===== src/rtl/core/rcr_pkg.sv =====
// Shared definitions for the RAID parity check and repair block.
// Holds default sizes, the register index codes, the sequencer states and
// the check structs passed between the lanes, the merge stage and the top.
package rcr_pkg;

  localparam int DEF_MAX_DISKS       = 8;
  localparam int DEF_MAX_SECTOR_BITS = 32;

  typedef enum logic [1:0] {
    CFG_NUM_DISKS   = 2'd0,
    CFG_SECTOR_BITS = 2'd1,
    CFG_ODD_PARITY  = 2'd2
  } cfg_idx_e;

  typedef enum logic [1:0] {
    ST_IDLE,
    ST_DRAIN,
    ST_PAD,
    ST_STATUS
  } state_e;

  // What one disk lane reports about its bit of the current column.
  typedef struct packed {
    logic miss;
    logic pbit;
  } lane_chk_t;

  // Column verdict from the merge stage.
  typedef struct packed {
    logic bad;
    logic repair;
  } chk_t;

endpackage


===== src/rtl/core/rcr_lane.sv =====
// One disk lane: checks its bit of each column and keeps the disk's bits of
// the current block, shifting them out toward bit zero while the block drains.
// Depends on rcr_pkg.
module rcr_lane #(
  parameter int MAX_SECTOR_BITS = rcr_pkg::DEF_MAX_SECTOR_BITS
) (
  input  logic                clk_i,
  input  logic                en_i,
  input  logic                col_bit_i,
  input  logic                miss_bit_i,
  output rcr_pkg::lane_chk_t  chk_o,
  input  logic                repair_i,
  input  logic                wr_en_i,
  input  logic [$clog2(MAX_SECTOR_BITS > 1 ? MAX_SECTOR_BITS : 2)-1:0] wr_idx_i,
  input  logic                shift_en_i,
  input  logic [2:0]          shift_amt_i,
  output logic [3:0]          nib_o
);
  import rcr_pkg::*;

  logic [MAX_SECTOR_BITS-1:0] sec_q;
  logic [MAX_SECTOR_BITS+3:0] ext_w;
  logic                       wr_bit_w;

  assign chk_o.miss = en_i & miss_bit_i;
  assign chk_o.pbit = en_i & ~miss_bit_i & col_bit_i;

  // A missing bit is stored as the rebuilt value, or as zero when it cannot be rebuilt.
  assign wr_bit_w = chk_o.pbit | (chk_o.miss & repair_i);

  always_ff @(posedge clk_i) begin
    if (wr_en_i) begin
      sec_q[wr_idx_i] <= wr_bit_w;
    end else if (shift_en_i) begin
      sec_q <= sec_q >> shift_amt_i;
    end
  end

  assign ext_w = {4'b0000, sec_q};
  assign nib_o = ext_w[3:0];

endmodule


===== src/rtl/core/rcr_merge.sv =====
// Merge stage: combines the lane reports of one column into a verdict.
// Depends on rcr_pkg.
module rcr_merge #(
  parameter int MAX_DISKS = rcr_pkg::DEF_MAX_DISKS
) (
  input  rcr_pkg::lane_chk_t [MAX_DISKS-1:0] lanes_i,
  input  logic                               odd_i,
  output rcr_pkg::chk_t                      chk_o
);
  import rcr_pkg::*;

  logic       par;
  logic [1:0] nmiss;

  always_comb begin
    par   = odd_i;
    nmiss = 2'd0;
    for (int j = 0; j < MAX_DISKS; j++) begin
      par = par ^ lanes_i[j].pbit;
      if (lanes_i[j].miss && nmiss != 2'd2) begin
        nmiss = nmiss + 2'd1;
      end
    end
    chk_o.bad    = (nmiss == 2'd2) || ((nmiss == 2'd0) && par);
    chk_o.repair = (nmiss == 2'd1) && par;
  end

endmodule


===== src/rtl/core/raid_parity_check_repair.sv =====
// RAID parity check and repair: top level with the disk lanes, the merge stage
// and the drain sequencer. Depends on rcr_pkg, rcr_lane and rcr_merge.
// Columns that do not end a block are taken one per cycle while the sequencer idles. A block end
// drains in nibble steps, plus up to one step per disk boundary; each digit is presented in the
// cycle after its step and output stalls hold the drain. Set end adds a pad word when bits are
// left over, then a status word. Reset clears control state but not the per-disk block bits.
module raid_parity_check_repair #(
  parameter int MAX_DISKS       = rcr_pkg::DEF_MAX_DISKS,
  parameter int MAX_SECTOR_BITS = rcr_pkg::DEF_MAX_SECTOR_BITS
) (
  input  logic                 clk_i,
  input  logic                 rst_ni,
  // Configuration write port.
  input  logic                 cfg_we_i,
  input  logic [1:0]           cfg_idx_i,
  input  logic [5:0]           cfg_data_i,
  // Column input channel.
  input  logic                 in_valid_i,
  output logic                 in_stall_o,
  input  logic [MAX_DISKS-1:0] column_bits_i,
  input  logic [MAX_DISKS-1:0] missing_mask_i,
  input  logic                 block_end_i,
  input  logic                 set_end_i,
  // Result output channel.
  output logic                 out_valid_o,
  input  logic                 out_stall_i,
  output logic [3:0]           hex_digit_o,
  output logic                 is_status_o,
  output logic                 set_valid_o,
  output logic                 last_o
);
  import rcr_pkg::*;

  // Column counter holds 0..MAX_SECTOR_BITS; store index covers the depth only.
  localparam int CW = $clog2(MAX_SECTOR_BITS + 1);
  localparam int IW = $clog2(MAX_SECTOR_BITS > 1 ? MAX_SECTOR_BITS : 2);
  localparam int DW = $clog2(MAX_DISKS);
  localparam int TW = $clog2(MAX_DISKS * MAX_SECTOR_BITS + 1);

  // Configuration registers.
  logic [3:0] ndisk_q;
  logic [5:0] sbits_q;
  logic       odd_q;

  // Stream state.
  state_e          state_q, state_d;
  logic [CW-1:0]   cc_q, cc_d;
  logic [DW-1:0]   par_q, par_d;
  logic [2:0]      acc_q, acc_d;
  logic [1:0]      cnt_q, cnt_d;
  logic            valid_q, valid_d;

  // Drain bookkeeping for the block being emitted.
  logic [DW-1:0]   disk_q, disk_d;
  logic [DW-1:0]   pd_q, pd_d;
  logic [CW-1:0]   n_q, n_d;
  logic [CW-1:0]   rem_q, rem_d;
  logic [TW-1:0]   total_q, total_d;
  logic            setend_q, setend_d;

  // Output register.
  logic            ovalid_q, ovalid_d;
  logic [3:0]      ohex_q, ohex_d;
  logic            ostat_q, ostat_d;
  logic            osetv_q, osetv_d;
  logic            olast_q, olast_d;

  logic [3:0]      d_eff;
  logic [CW-1:0]   s_eff;
  logic            in_acc;
  logic            out_free;
  logic [CW-1:0]   n_new;
  logic            ends;
  logic [3:0]      pd_w;
  logic [DW-1:0]   first_w;
  logic [3+CW:0]   prod_w;
  logic [2:0]      need_w;
  logic [2:0]      t_w;
  logic [3:0]      a_w;
  logic [2:0]      csum_w;
  logic [CW-1:0]   rem_next;
  logic [TW-1:0]   total_next;
  logic [DW-1:0]   nd_w;
  logic [3:0]      pdx_w;
  logic            step_w;

  lane_chk_t [MAX_DISKS-1:0] lane_chk_w;
  chk_t                      chk_w;
  logic [3:0]                nib_w [MAX_DISKS];

  // Effective geometry: out-of-range disk counts clamp to the nearest legal value, sector sizes to the maximum.
  always_comb begin
    if (ndisk_q < 4'd2) begin
      d_eff = 4'd2;
    end else if (ndisk_q > 4'(MAX_DISKS)) begin
      d_eff = 4'(MAX_DISKS);
    end else begin
      d_eff = ndisk_q;
    end
    if (sbits_q == 6'd0 || 32'(sbits_q) > 32'(MAX_SECTOR_BITS)) begin
      s_eff = CW'(MAX_SECTOR_BITS);
    end else begin
      s_eff = CW'(sbits_q);
    end
  end

  assign in_stall_o = (state_q != ST_IDLE);
  assign in_acc     = in_valid_i && !in_stall_o;
  assign out_free   = !ovalid_q || !out_stall_i;
  assign step_w     = (state_q == ST_DRAIN) && out_free;

  // One lane per disk. Each checks its bit and keeps its column bits of the block.
  for (genvar j = 0; j < MAX_DISKS; j++) begin : g_lane
    rcr_lane #(
      .MAX_SECTOR_BITS(MAX_SECTOR_BITS)
    ) u_lane (
      .clk_i       (clk_i),
      .en_i        (4'(j) < d_eff),
      .col_bit_i   (column_bits_i[j]),
      .miss_bit_i  (missing_mask_i[j]),
      .chk_o       (lane_chk_w[j]),
      .repair_i    (chk_w.repair),
      .wr_en_i     (in_acc),
      .wr_idx_i    (cc_q[IW-1:0]),
      .shift_en_i  (step_w && (disk_q == DW'(j))),
      .shift_amt_i (t_w),
      .nib_o       (nib_w[j])
    );
  end

  rcr_merge #(
    .MAX_DISKS(MAX_DISKS)
  ) u_merge (
    .lanes_i (lane_chk_w),
    .odd_i   (odd_q),
    .chk_o   (chk_w)
  );

  // Block geometry at the accepting column.
  always_comb begin
    n_new = cc_q + 1'b1;
    ends  = block_end_i || set_end_i || (n_new >= s_eff);
    // The stored parity index may exceed a smaller disk count after a reconfiguration.
    pd_w = 4'(par_q);
    for (int i = 0; i < 4; i++) begin
      if (pd_w >= d_eff) begin
        pd_w = pd_w - d_eff;
      end
    end
    first_w = (pd_w == 4'd0) ? DW'(1) : DW'(0);
    prod_w  = {{CW{1'b0}}, d_eff - 4'd1} * {4'd0, n_new};
  end

  // One nibble step: take as many bits from the current disk as the nibble still needs, or as the disk has left.
  always_comb begin
    need_w = 3'd4 - 3'(cnt_q);
    t_w    = (32'(rem_q) < 32'(need_w)) ? 3'(rem_q) : need_w;
    a_w    = {1'b0, acc_q};
    for (int i = 0; i < 4; i++) begin
      if (3'(i) < t_w) begin
        a_w = {a_w[2:0], nib_w[disk_q][i]};
      end
    end
    csum_w     = 3'(cnt_q) + t_w;
    rem_next   = rem_q - CW'(t_w);
    total_next = total_q - TW'(t_w);
    nd_w       = disk_q + 1'b1;
    if (nd_w == pd_q) begin
      nd_w = nd_w + 1'b1;
    end
    pdx_w = 4'(pd_q) + 4'd1;
  end

  // Sequencer: accepts columns in idle, then drains; at a set end it pads if bits are left over and reports status.
  always_comb begin
    state_d  = state_q;
    cc_d     = cc_q;
    par_d    = par_q;
    acc_d    = acc_q;
    cnt_d    = cnt_q;
    valid_d  = valid_q;
    disk_d   = disk_q;
    pd_d     = pd_q;
    n_d      = n_q;
    rem_d    = rem_q;
    total_d  = total_q;
    setend_d = setend_q;
    ovalid_d = ovalid_q;
    ohex_d   = ohex_q;
    ostat_d  = ostat_q;
    osetv_d  = osetv_q;
    olast_d  = olast_q;

    if (!out_stall_i) begin
      ovalid_d = 1'b0;
    end

    case (state_q)
      ST_IDLE: begin
        if (in_acc) begin
          valid_d = valid_q & ~chk_w.bad;
          if (ends) begin
            cc_d     = '0;
            pd_d     = DW'(pd_w);
            disk_d   = first_w;
            n_d      = n_new;
            rem_d    = n_new;
            total_d  = TW'(prod_w);
            setend_d = set_end_i;
            state_d  = ST_DRAIN;
          end else begin
            cc_d = n_new;
          end
        end
      end
      ST_DRAIN: begin
        if (out_free) begin
          rem_d   = rem_next;
          total_d = total_next;
          if (csum_w == 3'd4) begin
            // A full nibble is the last word of this column unless more full nibbles follow or the set ends.
            ovalid_d = 1'b1;
            ohex_d   = a_w;
            ostat_d  = 1'b0;
            osetv_d  = valid_q;
            olast_d  = !setend_q && (32'(total_next) < 32'd4);
            acc_d    = 3'd0;
            cnt_d    = 2'd0;
          end else begin
            acc_d = a_w[2:0];
            cnt_d = csum_w[1:0];
          end
          if (total_next == '0) begin
            par_d = (pdx_w == d_eff) ? '0 : DW'(pdx_w);
            if (!setend_q) begin
              state_d = ST_IDLE;
            end else if (csum_w == 3'd4 || csum_w == 3'd0) begin
              state_d = ST_STATUS;
            end else begin
              state_d = ST_PAD;
            end
          end else if (rem_next == '0) begin
            disk_d = nd_w;
            rem_d  = n_q;
          end
        end
      end
      ST_PAD: begin
        if (out_free) begin
          // Leftover bits of the set go out left-aligned with zero fill.
          ovalid_d = 1'b1;
          ohex_d   = 4'({1'b0, acc_q} << (3'd4 - 3'(cnt_q)));
          ostat_d  = 1'b0;
          osetv_d  = valid_q;
          olast_d  = 1'b0;
          state_d  = ST_STATUS;
        end
      end
      ST_STATUS: begin
        if (out_free) begin
          ovalid_d = 1'b1;
          ohex_d   = 4'd0;
          ostat_d  = 1'b1;
          osetv_d  = valid_q;
          olast_d  = 1'b1;
          // The set is over: the stream starts from scratch, registers are kept.
          valid_d  = 1'b1;
          par_d    = '0;
          acc_d    = 3'd0;
          cnt_d    = 2'd0;
          cc_d     = '0;
          state_d  = ST_IDLE;
        end
      end
      default: begin
        state_d = ST_IDLE;
      end
    endcase
  end

  always_ff @(posedge clk_i or negedge rst_ni) begin
    if (!rst_ni) begin
      ndisk_q  <= 4'd2;
      sbits_q  <= 6'd1;
      odd_q    <= 1'b0;
      state_q  <= ST_IDLE;
      cc_q     <= '0;
      par_q    <= '0;
      acc_q    <= 3'd0;
      cnt_q    <= 2'd0;
      valid_q  <= 1'b1;
      disk_q   <= '0;
      pd_q     <= '0;
      n_q      <= '0;
      rem_q    <= '0;
      total_q  <= '0;
      setend_q <= 1'b0;
      ovalid_q <= 1'b0;
    end else begin
      if (cfg_we_i) begin
        case (cfg_idx_e'(cfg_idx_i))
          CFG_NUM_DISKS:   ndisk_q <= cfg_data_i[3:0];
          CFG_SECTOR_BITS: sbits_q <= cfg_data_i;
          CFG_ODD_PARITY:  odd_q   <= cfg_data_i[0];
          default: begin
          end
        endcase
      end
      state_q  <= state_d;
      cc_q     <= cc_d;
      par_q    <= par_d;
      acc_q    <= acc_d;
      cnt_q    <= cnt_d;
      valid_q  <= valid_d;
      disk_q   <= disk_d;
      pd_q     <= pd_d;
      n_q      <= n_d;
      rem_q    <= rem_d;
      total_q  <= total_d;
      setend_q <= setend_d;
      ovalid_q <= ovalid_d;
    end
  end

  // Output payload needs no reset; it is qualified by the valid flag.
  always_ff @(posedge clk_i) begin
    ohex_q  <= ohex_d;
    ostat_q <= ostat_d;
    osetv_q <= osetv_d;
    olast_q <= olast_d;
  end

  assign out_valid_o = ovalid_q;
  assign hex_digit_o = ohex_q;
  assign is_status_o = ostat_q;
  assign set_valid_o = osetv_q;
  assign last_o      = olast_q;

`ifndef SYNTHESIS
  // A block in drain always has bits left to emit.
  a_drain_has_bits: assert property (@(posedge clk_i) disable iff (!rst_ni)
    (state_q == ST_DRAIN) |-> (total_q != '0))
    else $error("drain running with no bits left");

  // The end of a set always leads into the drain and status sequence.
  a_set_end_drains: assert property (@(posedge clk_i) disable iff (!rst_ni)
    (in_acc && set_end_i) |=> (state_q == ST_DRAIN))
    else $error("set end did not start a drain");

  // A status word always closes its column.
  a_status_is_last: assert property (@(posedge clk_i) disable iff (!rst_ni)
    (out_valid_o && is_status_o) |-> last_o)
    else $error("status word without last");

  // After the status word goes out the stream state is back to its start.
  a_status_clears: assert property (@(posedge clk_i) disable iff (!rst_ni)
    ((state_q == ST_STATUS) && out_free) |=> (valid_q && (par_q == '0) && (cnt_q == 2'd0)))
    else $error("stream state not cleared after status");
`endif

endmodule


===== config.mk =====
export PLATFORM = sky130hd
export DESIGN_NAME = raid_parity_check_repair
export DESIGN_NICKNAME = d
export VERILOG_FILES = /design/src/rtl/core/rcr_pkg.sv /design/src/rtl/core/rcr_lane.sv /design/src/rtl/core/rcr_merge.sv /design/src/rtl/core/raid_parity_check_repair.sv
export SDC_FILE = /design/constraint.sdc
export NUM_CORES = 1
export LEC_CHECK = 0
export BUFFER_PORTS_ARGS = -buffer_cell sky130_fd_sc_hd__buf_2
export CAP_MARGIN = 15
export CORE_ASPECT_RATIO = 1.25
export CORE_MARGIN = 3
export CORE_UTILIZATION = 60
export CTS_CLUSTER_DIAMETER = 150
export CTS_CLUSTER_SIZE = 16
export DETAILED_ROUTE_END_ITERATION = 6
export PLACE_DENSITY = 0.76
export SYNTH_ARGS = -nofsm -noshare
export SYNTH_HDL_FRONTEND = slang
export SYNTH_SLANG_ARGS = --single-unit

===== constraint.sdc =====
create_clock -name clk_i -period 9.2 [get_ports clk_i]
set_input_delay 0.46 -clock clk_i [delete_from_list [all_inputs] [get_ports clk_i]]
set_output_delay 0.46 -clock clk_i [all_outputs]
set_load 0.02 [all_outputs]

Word-level counts from Yosys, hierarchy flattened --
Index checks and enable logic that the tools add are counted.
Cells by class: mux-type cells 115, shift-type cells 9, add/subtract/negate cells 20, divide/modulo/power cells 0, reduce and logical (&&, ||, !) cells 67, $lt $le $gt $ge 25, multiply operators 1, bitwise gates (word level) 59, equal/unequal tests 34
Operators with widths (number):
- 32-bit two-way mux | 16
- 32-bit bitwise mux | 8
- 32-bit by 3-bit >> shifter with 32-bit output | 8
- 4-bit two-way mux | 16
- 6-bit two-way mux | 9
- 3-bit two-way mux | 13
- 1-bit bitwise AND | 33
- 2-bit two-way mux | 16
- 9-bit two-way mux | 3
- 2-bit nonzero test | 13
- 2-bit inequality test (second input constant) | 12
- 6-bit one-hot mux with 2 select lines | 2
- 1-bit logical AND | 21
- 1-bit two-way mux | 18
- 3-bit one-hot mux with 2 select lines | 3
- 9-bit one-hot mux with 2 select lines | 1
- 3-bit by 4-bit less-than comparator with 1-bit output (first input constant) | 4
- 3-bit equality test (second input constant) | 5
- 2-bit by 1-bit adder with 2-bit output (second input constant) | 7
- 4-bit binary-select mux with 3-bit select | 1
- 4-bit >= comparator | 3
- 6-bit logical NOT | 2
- 4-bit one-hot mux with 3 select lines | 1
- 4-bit AND reduction | 3
- other kinds (54) | 112
Word-level totals: word-level logic and storage cells 358, output and inout bits 9, RAM bits 0, flip-flop bits (word level) 320, memories 0, latch bits 0, input port bits 31, memory bits (read-only) 0

Longest topological paths before layout --
depth after elaboration 34, mapped depth 38, depth with buffers taken out 34

Modules after synthesis --
From an unflattened synthesis, not the netlist that was laid out.
Unflattened totals: cell total of the unflattened synthesis 2631, area total of the unflattened synthesis 27510.1 um2
By module, submodules not included:
- rcr_lane at g_lane[0].u_lane ... | times used 7, area an instance 2651.3 um2, cells each 241, sequential area each 960.9 um2
- raid_parity_check_repair | times used 1, area an instance 5841.9 um2, cells each 652, sequential area each 1640.3 um2
- rcr_lane at g_lane[7].u_lane | times used 1, area an instance 2641.3 um2, cells each 238, sequential area each 960.9 um2
- rcr_merge | times used 1, area an instance 467.9 um2, cells each 54, sequential area each 0.0 um2

Worst setup path after synthesis --
Ideal clock, no wire load.
kind reg-to-reg, from register ndisk_q[3], to register g_lane[5].u_lane.sec_q[26], data pin, arrival time 6.985 ns, cell stages (with the launch flop) 36, library setup time 0.158 ns, required time 9.042 ns, buffers on the path 3, slack 2.057 ns, clock period less this slack 7.143 ns, cell sequence dfrtp_1 -> buf_4 -> buf_1 -> a21oi_1 -> inv_1 -> ha_1 -> nand2_1 -> nand2_1 -> inv_1 -> ha_1 -> nor2_2 -> xnor2_2 -> ha_1 -> nor2_1 -> nor3b_1 -> nor2_1 -> ha_1 -> nor2b_1 -> o21ai_0 -> mux2_2 -> a21oi_1 -> ha_1 -> nor2_1 -> xor2_1 -> ha_1 -> nor3_1 -> xnor2_1 -> xnor2_1 -> ha_1 -> nor2_1 -> nor3_1 -> a21o_1 -> or4_4 -> and2_1 -> buf_6 -> o221ai_2
On the way: longest elaborated chain between the ends 33, elaborated cells between the ends (all ways) 79, classes of those cells 7 x add/sub; 10 x order compare; 8 x eq/ne; 12 x mux; 34 x bitwise; 8 x reduce/logical
RTL lines:
- from (decl) | line raid_parity_check_repair.sv:41 | logic [3:0] ndisk_q;
- from (signal assigned) | line raid_parity_check_repair.sv:302 | CFG_NUM_DISKS: ndisk_q <= cfg_data_i[3:0];
- 4-bit > comparator | line raid_parity_check_repair.sv:95 | end else if (ndisk_q > 4'(MAX_DISKS)) begin
- 4-bit two-way mux | line raid_parity_check_repair.sv:95
- 4-bit two-way mux (*) | line raid_parity_check_repair.sv:93 | if (ndisk_q < 4'd2) begin
- parallel branches: the longest is 27 deep, another holds 1-bit by 4-bit less-than comparator with 1-bit output
- 1-bit bitwise OR (*) | line rcr_lane.sv:29 | assign wr_bit_w = chk_o.pbit | (chk_o.miss & repair_i);
- 32-bit bitwise mux (*) | line rcr_lane.sv:33 | sec_q[wr_idx_i] <= wr_bit_w;
- 32-bit two-way mux (*) | line rcr_lane.sv:32 | if (wr_en_i) begin
- to (signal, indexed assignment) | line rcr_lane.sv:33
- to (signal assigned) | line rcr_lane.sv:35 | sec_q <= sec_q >> shift_amt_i;
- to (decl) | line rcr_lane.sv:21 | logic [MAX_SECTOR_BITS-1:0] sec_q;
Every way passes the cells marked *. A chain may end at the register's enable or synchronous reset.

Worst setup path in the final report --
from register ndisk_q[3], to register g_lane[2].u_lane.sec_q[16], data pin
On the way: longest elaborated chain between the ends 33, elaborated cells between the ends (all ways) 79, classes of those cells 7 x add/sub; 10 x order compare; 8 x eq/ne; 12 x mux; 34 x bitwise; 8 x reduce/logical
RTL lines (line):
- 4-bit > comparator | raid_parity_check_repair.sv:95
- 4-bit two-way mux | raid_parity_check_repair.sv:95
- 4-bit two-way mux (*) | raid_parity_check_repair.sv:93
- parallel branches: the longest is 27 deep, another holds 1-bit by 4-bit less-than comparator with 1-bit output
- 1-bit bitwise OR (*) | rcr_lane.sv:29
- 32-bit bitwise mux (*) | rcr_lane.sv:33
- 32-bit two-way mux (*) | rcr_lane.sv:32
- to (signal, indexed assignment) | rcr_lane.sv:33
- to (signal assigned) | rcr_lane.sv:35
- to (decl) | rcr_lane.sv:21
Marked as above.

==> metrics <==
Worst slew margin 0.173; Yosys top cell area share 0.306; DRT Pass-1 Iters 7; layout cell share with drive strength beyond 1 0.0798; wire per inst 28.0 um; Fillers 3584; setup TNS 0 ps; failing checks DRC; drt total wl 91.7 mm; commonest non-fill, non-tap cell in the layout nand2_1; I/O pin count 40; grt ovf 0; Max-Cap Viols 0; Final period util 0.896; CP max stage cell nor3_1; worst-skew pair later-pin latency 590 ps; Worst-Margin Slew 1240 ps; register area share after synthesis 0.362; starting density of the core 0.610; nets 2815; vias in the first global route 23600; status finished, violations left; post-layout min period 8250 ps; Crit Path Category register to register; initial antenna violation count 1; most frequent cell on the critical path ha_1; clk buf depth 3; largest net degree at the start of global routing 132; area of the multi-input gates 0.0151 mm2; first-pass GRT wire length 138 mm; Area contributors post-synth edfxtp_1 (31%), mux2i_1 (11%), nand2_1 (7.7%), dfrtp_1 (5.2%), o21ai_0 (4.1%); Setup-failing EPs final 0; P&R area growth vs syn 3.88%; #FFs+latches synth 320; Clock transition at path regs 80 ps; HPWL after detailed placement 61.0 mm; row cnt 84; Residual DRC 2; Async S/R FF share, synth 0.178; CTS sink cnt 320; Cells after Synth 2844; antenna viol nets, final 0; Primary FF master, synth edfxtp_1; CTS tree built; Ys Warns 0; gr usage total 0.393; Die Wd 191 um; vias 24300; most frequent cells in the layout nand2_1 (527), mux2i_1 (292), edfxtp_1 (263), o21ai_0 (213), a211oi_1 (138); Final Hold Fails 0; path depth of the worst reg2reg path 36; post-CTS setup buffers 0; die outline height 238 um; via-per-instance ratio 7.42; die area 0.0455 mm2; hold slack 4.31 ps; hold crit path type primary input to asynchronous set/reset pin; post-synth cell types 80; final-report max-slew violation count 0; Seq. cell area 0.00933 mm2; largest stage delay on the critical path 490 ps; CTS Buf Count 23; CP Launch Type register; EDFF count, synth 263; # hold bufs at CTS 0; Root Buffer clkbuf_16; unrepaired setup endpoints after global routing false; Arr. time, crit path 8630 ps; Max Freq 0.121 GHz; CP max FO 23; Mapped Area 0.0258 mm2; Buffers on Ports 39; CP endpoint kind register; GP Congestion 1.03; H-tree depth 1; Required @ worst endpoint 9580 ps; Fin Clk Skew 12.4 ps; core area 0.0423 mm2; Avg Cell Area, Syn 9.07 um2; Synth area leader edfxtp_1; First DRT Iteration DRCs 3535
[routing by layer]
metal	global-route usage	routed length [um]	vias up
met3	0.0968	11900	516
met1	0.481	30900	11600
met4	0.271	7940	2
li1	-	-	10400
met5	0	13	-
met2	0.610	40900	1867
[per-stage QoR]
step / util / cells / area (um2) / worst slack [ps]
after floorplan: - / 2847 / 25800 / 2060
after global placement: 0.616 / 3233 / 26000 / 961
after detailed placement: 0.616 / 3233 / 26000 / 764
after CTS: 0.632 / 3275 / 26700 / 688
after global routing: 0.634 / 3278 / 26800 / 339
final: 0.634 / 3279 / 26800 / 953
[final timing paths]
path / startpoint / end / slack, ps
setup / recovery: ndisk_q[3]$_DFFE_PN0P_ / g_lane[2].u_lane.sec_q[16]$_DFFE_PP_ / 950
hold / removal: rst_ni / ndisk_q[0]$_DFFE_PN0P_ / 4
max in group asynchronous: rst_ni / total_q[3]$_DFFE_PN0P_ / 8660
min in group clk_i: cfg_data_i[3] / ndisk_q[3]$_DFFE_PN0P_ / 100
hold reg to reg: cnt_q[1]$_DFFE_PN0P_ / cnt_q[1]$_DFFE_PN0P_ / 490
setup reg to reg: ndisk_q[3]$_DFFE_PN0P_ / g_lane[2].u_lane.sec_q[16]$_DFFE_PP_ / 950
[logic make-up (layout without fill, tap and decap cells)]
logic type	after synthesis	in the layout	synth area share
compound gates	889	889	0.232
simple gates	797	797	0.130
mux	358	358	0.160
buf+inv	349	221	0.0546
flops	320	320	0.362
fa+ha+maj	82	82	0.0442
xor+xnor	47	47	0.0174
other cells	2	6	0.000291
[worst max-delay path, delay by kind of cell, from the launching register on]
family | cells | cell delay, ps
AOI/OAI and AO/OA | 6 | 1250
xor gates and xnor gates | 2 | 380
adders and majority gates | 7 | 1540
buffers and inverters | 5 | 1340
DFF | 1 | 450
muxes | 1 | 310
and+or+nand+nor | 15 | 2750
[state kept, by name, summed over array words and instances (netlist names), named ones only]
signal	flops
g_lane.u_lane.sec_q	256
total_q	9
cc_q	6
n_q	6
rem_q	6
sbits_q	6
hex_digit_o	4
ndisk_q	4
acc_q	3
disk_q	3
par_q	3
pd_q	3
cnt_q	2
is_status_o	1
last_o	1
odd_q	1
out_valid_o	1
set_valid_o	1
setend_q	1
state_q	1
valid_q	1
[timing repair]
item                                    4_1_cts  5_1_grt
endpoints found under the hold margin         0        0
endpoints found under the setup margin        0       26
resized for setup                             0        1
[layout make-up]
type	count	area share
multi-input cells	2178	0.564
flip-flops and latches	320	0.348
well taps	559	0.0261
clock buffers	41	0.0240
repair buffers	84	0.0231
inverters	95	0.0136
clock inverters	1	0.000327
diodes	1	0.0000934
[Yosys cell counts, types with 26 or more instances]
library cell,n
o221ai_1,38
a22o_1,33
mux2i_1,292
a22oi_1,121
mux4_2,40
a21oi_1,123
inv_1,92
xnor2_1,28
nand2_1,527
a211oi_1,140
o22ai_1,32
dfrtp_1,54
o21ai_0,213
mux2_2,26
buf_2,38
o211ai_1,64
edfxtp_1,263
nor3_1,43
nor2_1,107
ha_1,67
clkbuf_1,186
Power is left out: the tool's default activity adds up to more than one toggle a clock period on the data nets, which glitch-free logic cannot reach.
